File: config.mk
export PLATFORM = sky130hd
export DESIGN_NAME = positional_stack_core_flat
export DESIGN_NICKNAME = d
export VERILOG_FILES = /design/src/rtl/psk_pkg.sv /design/src/rtl/psk_req_if.sv /design/src/rtl/psk_rsp_if.sv /design/src/rtl/psk_cell.sv /design/src/rtl/positional_stack_core.sv /design/src/flat_wrapper.sv
export SDC_FILE = /design/constraint.sdc
export NUM_CORES = 1
export LEC_CHECK = 0
export ABC_AREA = 1
export BUFFER_PORTS_ARGS = -buffer_cell sky130_fd_sc_hd__buf_2
export CAP_MARGIN = 10
export CORE_AREA = 2 2 392 394
export DETAILED_ROUTE_END_ITERATION = 12
export DIE_AREA = 0 0 394 396
export PLACE_DENSITY = 0.48
export SLEW_MARGIN = 20
export SYNTH_ARGS = -nofsm -noshare
export SYNTH_HDL_FRONTEND = slang
export SYNTH_HIERARCHICAL = 1
export SYNTH_SLANG_ARGS = --single-unit
File: constraint.sdc
create_clock -name clk -period 17.01 [get_ports clk]
set_input_delay 3.402 -clock clk [delete_from_list [all_inputs] [get_ports clk]]
set_output_delay 3.402 -clock clk [all_outputs]
set_load 0.05 [all_outputs]
File: src/rtl/psk_pkg.sv
`timescale 1ns / 1ps
// ----------------------------------------------------------------------------
// psk_pkg
// Types, codes and sizes shared by the positional stack files.
// ----------------------------------------------------------------------------
package psk_pkg;

  localparam int STACK_DEPTH = 16;
  localparam int VALUE_W     = 32;
  localparam int POS_W       = 5;
  localparam int ENTRY_W     = 5;
  localparam int IDX_W       = (STACK_DEPTH > 1) ? $clog2(STACK_DEPTH) : 1;
  localparam int CNT_W       = $clog2(STACK_DEPTH + 1);
  // common width for comparing positions, indexes and counts
  localparam int CMP_W       = (CNT_W > POS_W) ? CNT_W : POS_W;

  typedef enum logic [1:0] {
    REQ_PUSH   = 2'd0,
    REQ_POP    = 2'd1,
    REQ_INSERT = 2'd2,
    REQ_DELETE = 2'd3
  } psk_req_e;

  typedef enum logic [1:0] {
    ST_OK     = 2'd0,
    ST_FULL   = 2'd1,
    ST_EMPTY  = 2'd2,
    ST_BADPOS = 2'd3
  } psk_status_e;

  typedef enum logic [1:0] {
    CELL_HOLD = 2'd0,
    CELL_INS  = 2'd1,
    CELL_DEL  = 2'd2
  } psk_cell_op_e;

  // broadcast to every cell of the row
  typedef struct packed {
    psk_cell_op_e              op;
    logic [CMP_W-1:0]          pos;
    logic [CMP_W-1:0]          count;
    logic signed [VALUE_W-1:0] value;
    logic                      rd_en;
    logic [CMP_W-1:0]          rd_idx;
  } psk_cell_ctrl_t;

endpackage

File: src/rtl/psk_req_if.sv
`timescale 1ns / 1ps
// ----------------------------------------------------------------------------
// psk_req_if
// Request channel: valid/ready handshake with the request fields.
// ----------------------------------------------------------------------------
interface psk_req_if;
  import psk_pkg::*;

  logic                      valid;
  logic                      ready;
  logic [1:0]                req_type;
  logic signed [VALUE_W-1:0] item_value;
  logic [POS_W-1:0]          item_position;

  modport source (output valid, output req_type, output item_value, output item_position,
                  input ready);
  modport sink (input valid, input req_type, input item_value, input item_position,
                output ready);
endinterface

File: src/rtl/psk_rsp_if.sv
`timescale 1ns / 1ps
// ----------------------------------------------------------------------------
// psk_rsp_if
// Response channel: valid/ready handshake with the result fields.
// ----------------------------------------------------------------------------
interface psk_rsp_if;
  import psk_pkg::*;

  logic                      valid;
  logic                      ready;
  logic [1:0]                status;
  logic [ENTRY_W-1:0]        entry_count;
  logic signed [VALUE_W-1:0] top_value;
  logic signed [VALUE_W-1:0] removed_value;

  modport source (output valid, output status, output entry_count, output top_value,
                  output removed_value, input ready);
  modport sink (input valid, input status, input entry_count, input top_value,
                input removed_value, output ready);
endinterface

File: src/rtl/psk_cell.sv
`timescale 1ns / 1ps
// ----------------------------------------------------------------------------
// psk_cell
// One stack slot: holds an entry, takes a new value or a neighbor's value,
// and drives its entry on the read bus when addressed.
// ----------------------------------------------------------------------------
module psk_cell (
  input  logic                              clk,
  input  logic [psk_pkg::IDX_W-1:0]         idx,
  input  psk_pkg::psk_cell_ctrl_t           ctrl,
  input  logic signed [psk_pkg::VALUE_W-1:0] below,
  input  logic signed [psk_pkg::VALUE_W-1:0] above,
  output logic signed [psk_pkg::VALUE_W-1:0] value,
  output logic signed [psk_pkg::VALUE_W-1:0] rd_data
);
  import psk_pkg::*;

  logic [CMP_W-1:0]          my_idx;
  logic signed [VALUE_W-1:0] value_next;

  assign my_idx = CMP_W'(idx);

  always_comb begin
    value_next = value;
    case (ctrl.op)
      CELL_INS: begin
        if (my_idx == ctrl.pos) begin
          value_next = ctrl.value;
        end else if (my_idx > ctrl.pos && my_idx <= ctrl.count) begin
          value_next = below;
        end
      end
      CELL_DEL: begin
        // entries above the hole slide down
        if (my_idx >= ctrl.pos && (my_idx + CMP_W'(1)) < ctrl.count) begin
          value_next = above;
        end
      end
      default: begin
        value_next = value;
      end
    endcase
  end

  always_ff @(posedge clk) begin
    value <= value_next;
  end

  assign rd_data = (ctrl.rd_en && my_idx == ctrl.rd_idx) ? value : '0;

endmodule

File: src/rtl/positional_stack_core.sv
`timescale 1ns / 1ps
// ----------------------------------------------------------------------------
// positional_stack_core
// Bounded stack with push, pop, insert at position and delete at position.
// ----------------------------------------------------------------------------
// The stack is a row of STACK_DEPTH cells, one entry each, positions counted
// from the bottom. In the cycle the request beat is accepted all cells shift
// up or down at once and the removed entry is read off the row; in S_FIN the
// new top entry is read off the row and the result goes into the output
// register once that register is free. A new request beat is taken only once
// that result is loaded, so the block works on one request at a time.
// Entries hold no reset value; only entries below the count are ever read.
module positional_stack_core (
  input logic      clk,
  input logic      rst,
  psk_req_if.sink  req,
  psk_rsp_if.source rsp
);
  import psk_pkg::*;

  typedef enum logic [1:0] {
    S_IDLE = 2'b01,
    S_FIN  = 2'b10
  } state_t;

  state_t                    state;
  logic [CNT_W-1:0]          count;
  logic [CNT_W-1:0]          count_next;
  psk_status_e               status_next;
  psk_status_e               stat;
  logic signed [VALUE_W-1:0] removed;
  psk_cell_ctrl_t            ctrl;
  logic                      acc;
  logic                      load;
  logic [CMP_W-1:0]          cnt_c;
  logic [CMP_W-1:0]          pos_c;
  logic [CMP_W-1:0]          depth_c;
  logic signed [VALUE_W-1:0] rd_or;

  logic signed [VALUE_W-1:0] cell_val [STACK_DEPTH];
  logic signed [VALUE_W-1:0] cell_rd  [STACK_DEPTH];

  assign req.ready = (state == S_IDLE);
  assign acc       = req.valid && req.ready;
  assign load      = (state == S_FIN) && (!rsp.valid || rsp.ready);

  assign cnt_c   = CMP_W'(count);
  assign pos_c   = CMP_W'(req.item_position);
  assign depth_c = CMP_W'(STACK_DEPTH);

  // request decode and cell control
  always_comb begin
    ctrl        = '0;
    ctrl.op     = CELL_HOLD;
    ctrl.count  = cnt_c;
    ctrl.value  = req.item_value;
    ctrl.pos    = pos_c;
    count_next  = count;
    status_next = ST_OK;
    if (state == S_IDLE) begin
      case (psk_req_e'(req.req_type))
        REQ_PUSH: begin
          if (cnt_c == depth_c) begin
            status_next = ST_FULL;
          end else begin
            ctrl.op    = CELL_INS;
            ctrl.pos   = cnt_c;
            count_next = count + CNT_W'(1);
          end
        end
        REQ_POP: begin
          if (count == '0) begin
            status_next = ST_EMPTY;
          end else begin
            ctrl.rd_en  = 1'b1;
            ctrl.rd_idx = cnt_c - CMP_W'(1);
            count_next  = count - CNT_W'(1);
          end
        end
        REQ_INSERT: begin
          if (cnt_c == depth_c) begin
            status_next = ST_FULL;
          end else if (pos_c > cnt_c) begin
            status_next = ST_BADPOS;
          end else begin
            ctrl.op    = CELL_INS;
            count_next = count + CNT_W'(1);
          end
        end
        REQ_DELETE: begin
          if (count == '0) begin
            status_next = ST_EMPTY;
          end else if (pos_c >= cnt_c) begin
            status_next = ST_BADPOS;
          end else begin
            ctrl.op     = CELL_DEL;
            ctrl.rd_en  = 1'b1;
            ctrl.rd_idx = pos_c;
            count_next  = count - CNT_W'(1);
          end
        end
        default: begin
          status_next = ST_OK;
        end
      endcase
      if (!acc) begin
        ctrl.op    = CELL_HOLD;
        ctrl.rd_en = 1'b0;
      end
    end else begin
      // S_FIN: read the new top entry
      ctrl.rd_en  = (count != '0);
      ctrl.rd_idx = cnt_c - CMP_W'(1);
    end
  end

  genvar g;
  generate
    for (g = 0; g < STACK_DEPTH; g++) begin : g_cell
      logic signed [VALUE_W-1:0] below_val;
      logic signed [VALUE_W-1:0] above_val;
      if (g == 0) begin : g_bot
        assign below_val = '0;
      end else begin : g_mid_lo
        assign below_val = cell_val[g-1];
      end
      if (g == STACK_DEPTH - 1) begin : g_top
        assign above_val = '0;
      end else begin : g_mid_hi
        assign above_val = cell_val[g+1];
      end
      psk_cell u_cell (
        .clk     (clk),
        .idx     (IDX_W'(g)),
        .ctrl    (ctrl),
        .below   (below_val),
        .above   (above_val),
        .value   (cell_val[g]),
        .rd_data (cell_rd[g])
      );
    end
  endgenerate

  // at most one cell drives the read bus
  always_comb begin
    rd_or = '0;
    for (int i = 0; i < STACK_DEPTH; i++) begin
      rd_or = rd_or | cell_rd[i];
    end
  end

  always_ff @(posedge clk) begin
    if (rst) begin
      state     <= S_IDLE;
      count     <= '0;
      rsp.valid <= 1'b0;
    end else begin
      case (state)
        S_IDLE: begin
          if (acc) begin
            state <= S_FIN;
            count <= count_next;
          end
        end
        S_FIN: begin
          if (load) begin
            state <= S_IDLE;
          end
        end
        default: begin
          state <= S_IDLE;
        end
      endcase
      if (load) begin
        rsp.valid <= 1'b1;
      end else if (rsp.ready) begin
        rsp.valid <= 1'b0;
      end
    end
  end

  // payload registers
  always_ff @(posedge clk) begin
    if (acc) begin
      stat    <= status_next;
      removed <= rd_or;
    end
    if (load) begin
      rsp.status        <= stat;
      rsp.entry_count   <= cnt_c[ENTRY_W-1:0];
      rsp.top_value     <= rd_or;
      rsp.removed_value <= removed;
    end
  end

endmodule

File: src/flat_wrapper.sv
// flat-port wrapper written by rule: the top's interface ports become plain ports
module positional_stack_core_flat import psk_pkg::*;
  (clk, rst, req_valid, req_req_type, req_item_value, req_item_position, req_ready, rsp_valid, rsp_status, rsp_entry_count, rsp_top_value, rsp_removed_value, rsp_ready);
  psk_req_if req_i ();
  psk_rsp_if rsp_i ();
  input logic clk;
  input logic rst;
  input wire logic [$bits(req_i.valid)-1:0] req_valid;
  input wire logic [$bits(req_i.req_type)-1:0] req_req_type;
  input wire logic [$bits(req_i.item_value)-1:0] req_item_value;
  input wire logic [$bits(req_i.item_position)-1:0] req_item_position;
  output wire logic [$bits(req_i.ready)-1:0] req_ready;
  output wire logic [$bits(rsp_i.valid)-1:0] rsp_valid;
  output wire logic [$bits(rsp_i.status)-1:0] rsp_status;
  output wire logic [$bits(rsp_i.entry_count)-1:0] rsp_entry_count;
  output wire logic [$bits(rsp_i.top_value)-1:0] rsp_top_value;
  output wire logic [$bits(rsp_i.removed_value)-1:0] rsp_removed_value;
  input wire logic [$bits(rsp_i.ready)-1:0] rsp_ready;
  assign req_i.valid = req_valid;
  assign req_i.req_type = req_req_type;
  assign req_i.item_value = req_item_value;
  assign req_i.item_position = req_item_position;
  assign req_ready = req_i.ready;
  assign rsp_valid = rsp_i.valid;
  assign rsp_status = rsp_i.status;
  assign rsp_entry_count = rsp_i.entry_count;
  assign rsp_top_value = rsp_i.top_value;
  assign rsp_removed_value = rsp_i.removed_value;
  assign rsp_i.ready = rsp_ready;
  positional_stack_core u_core (.clk(clk), .rst(rst), .req(req_i), .rsp(rsp_i));
endmodule
==> results of run 1 <==
## critical path, cell delays in order
cell	delay, ns
buf_2	0.12
ha_1	0.29
nand2_1	0.07
nor2_1	0.15
nand2_1	0.14
nand3_1	0.17
nor2_1	0.07
nand2_1	0.15
nor2_2	0.08
nand2_1	0.06
nand2_1	0.63
xnor2_1	0.41
nand4_4	0.55
buf_4	0.50
nor2_1	0.07
nor4_1	0.65
nand4_1	0.27
## routing by layer
layer | wire [microns] | GRT usage [%]
met1 | 77350 | 29.92
met2 | 82800 | 37.34
met3 | 13080 | 2.939
met4 | 6722 | 8.169
met5 | 258 | 0.7389
## worst max-delay path by stage
| stage | slack, ns | start | to |
|---|---|---|---|
| floorplan | 8.15 | rsp_ready | u_core/rsp.entry_count[0] |
| CTS | 9.63 | req_item_position[4] | u_core/removed[28] |
| finish | 9.54 | req_item_position[4] | u_core/removed[0] |
| global route | 9.38 | req_item_position[2] | u_core/rsp.top_value[9] |
| detailed placement | 8.91 | req_item_position[4] | u_core/removed[28] |
| global placement | 8.91 | req_item_position[4] | u_core/removed[28] |
## registers in the layout, summed over array words and instances, names as in the netlist, 2 cells and up
register and cells:
u_core/rsp.entry_count 5, u_core/rsp.status 2, u_core/rsp.removed_value 32, u_core/stat 2, u_core/g_cell.u_cell/value 512, u_core/cnt_c 5
u_core/rsp.top_value 32, u_core/state 2, u_core/removed 32
## logic make-up (layout without fill, tap and decap cells)
family                   Yosys count  count (layout)  share of synthesized area (%)
AO/OA/AOI/OAI                    571             571                          7.820
XOR/XNOR                          53              53                          1.025
adder cells (fa/ha/maj)          231             231                          6.383
buffers and inverters           1167            1248                          11.58
flip-flops                       625             625                          41.27
other                              2             385                        0.01659
AND/OR/NAND/NOR                 3109            3109                          31.90
## final cells by class
type	count	area [sq um]
well taps	2030	2540
fillers	16140	100400
inverters	913	3435
flip-flops and latches	625	18690
repair buffers	200	1214
clock buffers	93	2018
clock inverters	42	381.6
diodes	1	2.502
multi-input cells	4348	22910
## placed cells by master, fill, tap and decap left out, types with 6 or more instances in the layout
master	synthesis	final
nand4_4	16	16
clkbuf_1	52	14
ha_1	231	231
clkinv_1	1	17
a21oi_1	37	36
xnor2_1	18	18
nand2_2	29	50
or2_2	32	32
clkinv_2	0	17
a211oi_1	11	11
conb_1	2	384
xor2_1	35	35
nor2_2	461	461
edfxtp_1	617	617
a31oi_1	513	513
nand4_1	36	36
nand3_1	120	120
nand2_1	1480	1451
nor2_1	688	687
nor4_1	128	128
nor2_4	53	54
inv_1	889	889
nand3b_1	37	37
nand2_4	1	9
clkbuf_16	0	78
buf_4	0	85
nor3_1	19	18
bufinv_16	0	6
inv_2	22	18
buf_2	100	115
## stage by stage
stage                     total power [W]  std cells  setup slack (ns)
after floorplan                  0.002457       6140             8.154
after global placement           0.002731       8116             8.906
after detailed placement         0.002743       8116             8.911
after CTS                        0.004405       8251             9.632
after global routing             0.004574       8252             9.377
final                            0.004382       8252             9.542
## power groups by stage
stage          clock, W  sequential, W  combinational [W]
4_1_cts         0.00169        0.00183           0.000886
3_3_place_gp          0        0.00186           0.000869
5_1_grt         0.00174        0.00183            0.00101
3_5_place_dp          0        0.00186           0.000883
6_report        0.00165        0.00183           0.000901
2_1_floorplan         0        0.00185           0.000611
==> impl_metrics.ini, run 1 <==
[place]
port_buffers = 115
dp_hpwl_mm = 100.1
place_congestion = 0.8130
placed_area_sq_mm = 0.04879

[route]
antenna_left = 0
drc_errors = 0
routedWlPerCell_microns = 21.84
wl_mm = 180.2
drtIter0Drc = 4349
first_pass_iters = 6
viasPerCell = 4.911
vias = 40520

[finish]
drive_above_1_share_pct = 15.48
postLayoutCellArea_sq_mm = 0.05120
utilization_pct = 33.78
nNetsFinal = 6439
syn_to_final_growth_pct = 13.07

[setup_path]
crit-reg2reg-launch = u_core/cnt_c[2]
r2r-end = u_core/removed[0]
cp_max_fo = 17
worstSetupStartpointType = primary input
required_ns = 17.37
ff2ff_path_depth = 17
crit_type = in2reg
cp-end-kind = flop
r2r_slack_ns = 11.19
crit_arrival_ns = 7.82

[logic_synthesis]
ys_types = 38
synth_top_area_share_pct = 40.92
synth-edff-count = 617
synth_area_leaders = edfxtp_1, nand2_1, inv_1
synth.most_common_cell = nand2_1
ys_top_cells_by_count = nand2_1, inv_1, nor2_1
syn_area_per_cell_sq_um = 7.864
synth_cells = 5758
syn_area_sq_mm = 0.04528
synth-seq-cells = 625
ys.flop_type = edfxtp_1
yosys_warnings = 6
synth_top_area_cell = edfxtp_1
synth-seq-area-share_pct = 41.27
async_flop_share_pct = 0

[pwr]
pwr-share-seq_pct = 41.7
internal_power_w = 0.002982
ir_drop_v = 0.00006013
swShare_pct = 31.95
power_density_mw_per_mm2 = 85.59
pwr-share-comb_pct = 20.6
p_sw_w = 0.001400
p_clk_share_pct = 37.8
leakagePower_nw = 22.90

[sta]
finalCritPeriodShare_pct = 43.90
max_freq_ghz = 0.1339
rsz0062_at_grt = no
skew_ns = 0.01830
drv_slew = 0
worstMarginPinSlew_ns = 1.178
fin_hold_ws_ns = 0.4099
finalSetupTns_ns = 0
hold_viol = 0
relSlewSlack_pct = 21.18
setup_viol_count_final = 0
finalCriticalPeriod_ns = 7.468

[die]
fp.coreArea_sq_mm = 0.1515
die_w_microns = 394
io-pin-count = 116
die_area_sq_mm = 0.1560
num_rows = 143
die_h_microns = 396
start_util_pct = 29.88

[clock_network]
insertion_delay_ns = 0.69
clk_pin_slew_ns = 0.07
cts_htree_levels = 3
ctsHoldBuffers = 0
cts_tree = yes
cts_buffers = 77
clkSinkCount = 625
postCtsSetupBuffers = 0
cts.repair.resized = 0
clk_path_buf_depth = 3
root_buffer = clkbuf_16

[worst_hold_path]
holdPathStages = 0
holdPathEnd = u_core/rsp.status[0]
min_from = u_core/stat[0]
holdCritPathClass = reg2reg

[global_routing]
grt_pass1_wl_mm = 260.0
grt_max_degree = 66
overflow = 0
grt.total_usage_pct = 22.53
antenna_found_initial = 13
grt_pass1_vias = 37990

[flow_run]
max_cap_violations = 0

[run_status]
outcome = completed
Power figures use the tool's default switching activity.
==> run 2, diff against run 1 <==
Settings changed: PLACE_DENSITY 0.48 to 0.5.
Clock period 17.01 ns to 6.05 ns, I/O delays scaled along.
==> impl_metrics.ini, run 2 (synthesis results as in run 1) <==
[finish]
postLayoutCellArea_sq_mm = 0.05180
final_cell_mix = nand2_1, inv_1, nor2_1
final_cells = 8295
utilization_pct = 34.18
drive_above_1_share_pct = 15.91
regMostFlops = u_core/g_cell.u_cell/value
nNetsFinal = 6476
layout_commonest_cell = nand2_1
largest_reg_flops = 512
syn_to_final_growth_pct = 14.39

[run_status]
outcome = completed

[route]
viasPerCell = 4.882
vias = 40490
routedWlPerCell_microns = 21.36
drc_errors = 0
antenna_left = 0
drtIter0Drc = 4096
first_pass_iters = 6
wl_mm = 177.1

[pwr]
power_density_mw_per_mm2 = 239.4
leakagePower_nw = 23.17
p_total_w = 0.01240
ir_drop_v = 0.0001834

[setup_path]
required_ns = 6.41
worstSetupStartpointType = primary input
r2r_slack_ns = 1.46
crit_type = in2reg
crit_arrival_ns = 5.10
cp_max_fo = 15
cp-end-kind = flop

[die]
die_h_microns = 396
num_rows = 143
die_area_sq_mm = 0.1560
die_w_microns = 394
fp.coreArea_sq_mm = 0.1515
start_util_pct = 29.88
io-pin-count = 116

[place]
place_congestion = 0.8396
placed_cells = 8152
port_buffers = 115
dp_hpwl_mm = 107.1
placed_area_sq_mm = 0.04934

[sta]
setup_viol_count_final = 0
finalCritPeriodShare_pct = 78.27
skew_ns = 0.03010
relSlewSlack_pct = 24.45
drv_slew = 0
hold_viol = 0
finalCriticalPeriod_ns = 4.735
max_freq_ghz = 0.2112
worstMarginPinSlew_ns = 1.133
finalSetupTns_ns = 0
rsz0062_at_grt = no

[global_routing]
grt.total_usage_pct = 22.14
grt_max_degree = 72
grt_pass1_wl_mm = 256.6
overflow = 0
grt_pass1_vias = 38080
antenna_found_initial = 13

[clock_network]
postCtsSetupBuffers = 0
clk_path_buf_depth = 3
clk_pin_slew_ns = 0.05
ctsHoldBuffers = 0
insertion_delay_ns = 0.68
cts_htree_levels = 3
clkSinkCount = 625
cts_tree = yes
root_buffer = clkbuf_16
cts_buffers = 78
cts.repair.resized = 0

[worst_hold_path]
holdCritPathClass = reg2reg

[flow_run]
max_cap_violations = 0
==> run 2: where the power goes <==
part	switching [W]	internal, W	total, W	leakage (nW)
registers	0.000104	0.00500	0.00510	5.67
clock network	0.00203	0.00267	0.00470	1.17
logic	0.00180	0.000791	0.00260	16.3
total	0.00394	0.00846	0.0124	23.2
==> run 2: critical path: stages <==
cell and delay (ns):
buf_2 0.12, ha_1 0.31, nand2_1 0.08, nor2_1 0.06
nand2_1 0.13, nand3_1 0.15, nor2_1 0.15, nand2_1 0.15
nor2_2 0.18, nand2_1 0.07, nand2_1 0.53, buf_4 0.27
nand2_1 0.06, nand3b_1 0.09, nor2_2 0.06, nand4_4 0.29
buf_4 0.34, nor2_2 0.05, nor4_1 0.50, nand4_1 0.22
==> run 2: cell type report <==
class                           count  area (sq um)
Clock inverter                     35         337.8
Antenna cell                        4         10.01
Inverter                          913          3430
Clock buffer                      104          2112
Fill cell                       15990         99750
Multi-Input combinational cell   4348         22880
Timing Repair Buffer              236          1797
Sequential cell                   625         18690
Tap cell                         2030          2540
==> run 2: path summary, 6_finish.rpt <==
path / start / end / cells past startpoint
hold / removal: u_core/stat[1] / u_core/rsp.status[1] / 0
setup / recovery: req_item_position[4] / u_core/removed[14] / 20
setup reg to reg: u_core/cnt_c[4] / u_core/removed[14] / 20
hold reg to reg: u_core/stat[1] / u_core/rsp.status[1] / 0
==> run 2: layer usage <==
metal  vias to the layer above  share of wire (%)  global-route usage (%)
met5                         -              0.027                       0
met4                         8                4.5                   9.346
met3                       372                7.1                   2.745
li1                      19220                  -                       -
met2                      1704                 47                   37.14
met1                     19190                 42                   28.71
==> run 2: through the flow <==
stage	worst slack [ns]	hold WS, ns
CTS	1.419	0.4183
global placement	0.6910	0.4047
finish	1.315	0.4172
global route	1.043	0.4232
floorplan	1.248	0.4003
detailed placement	0.7189	0.4045
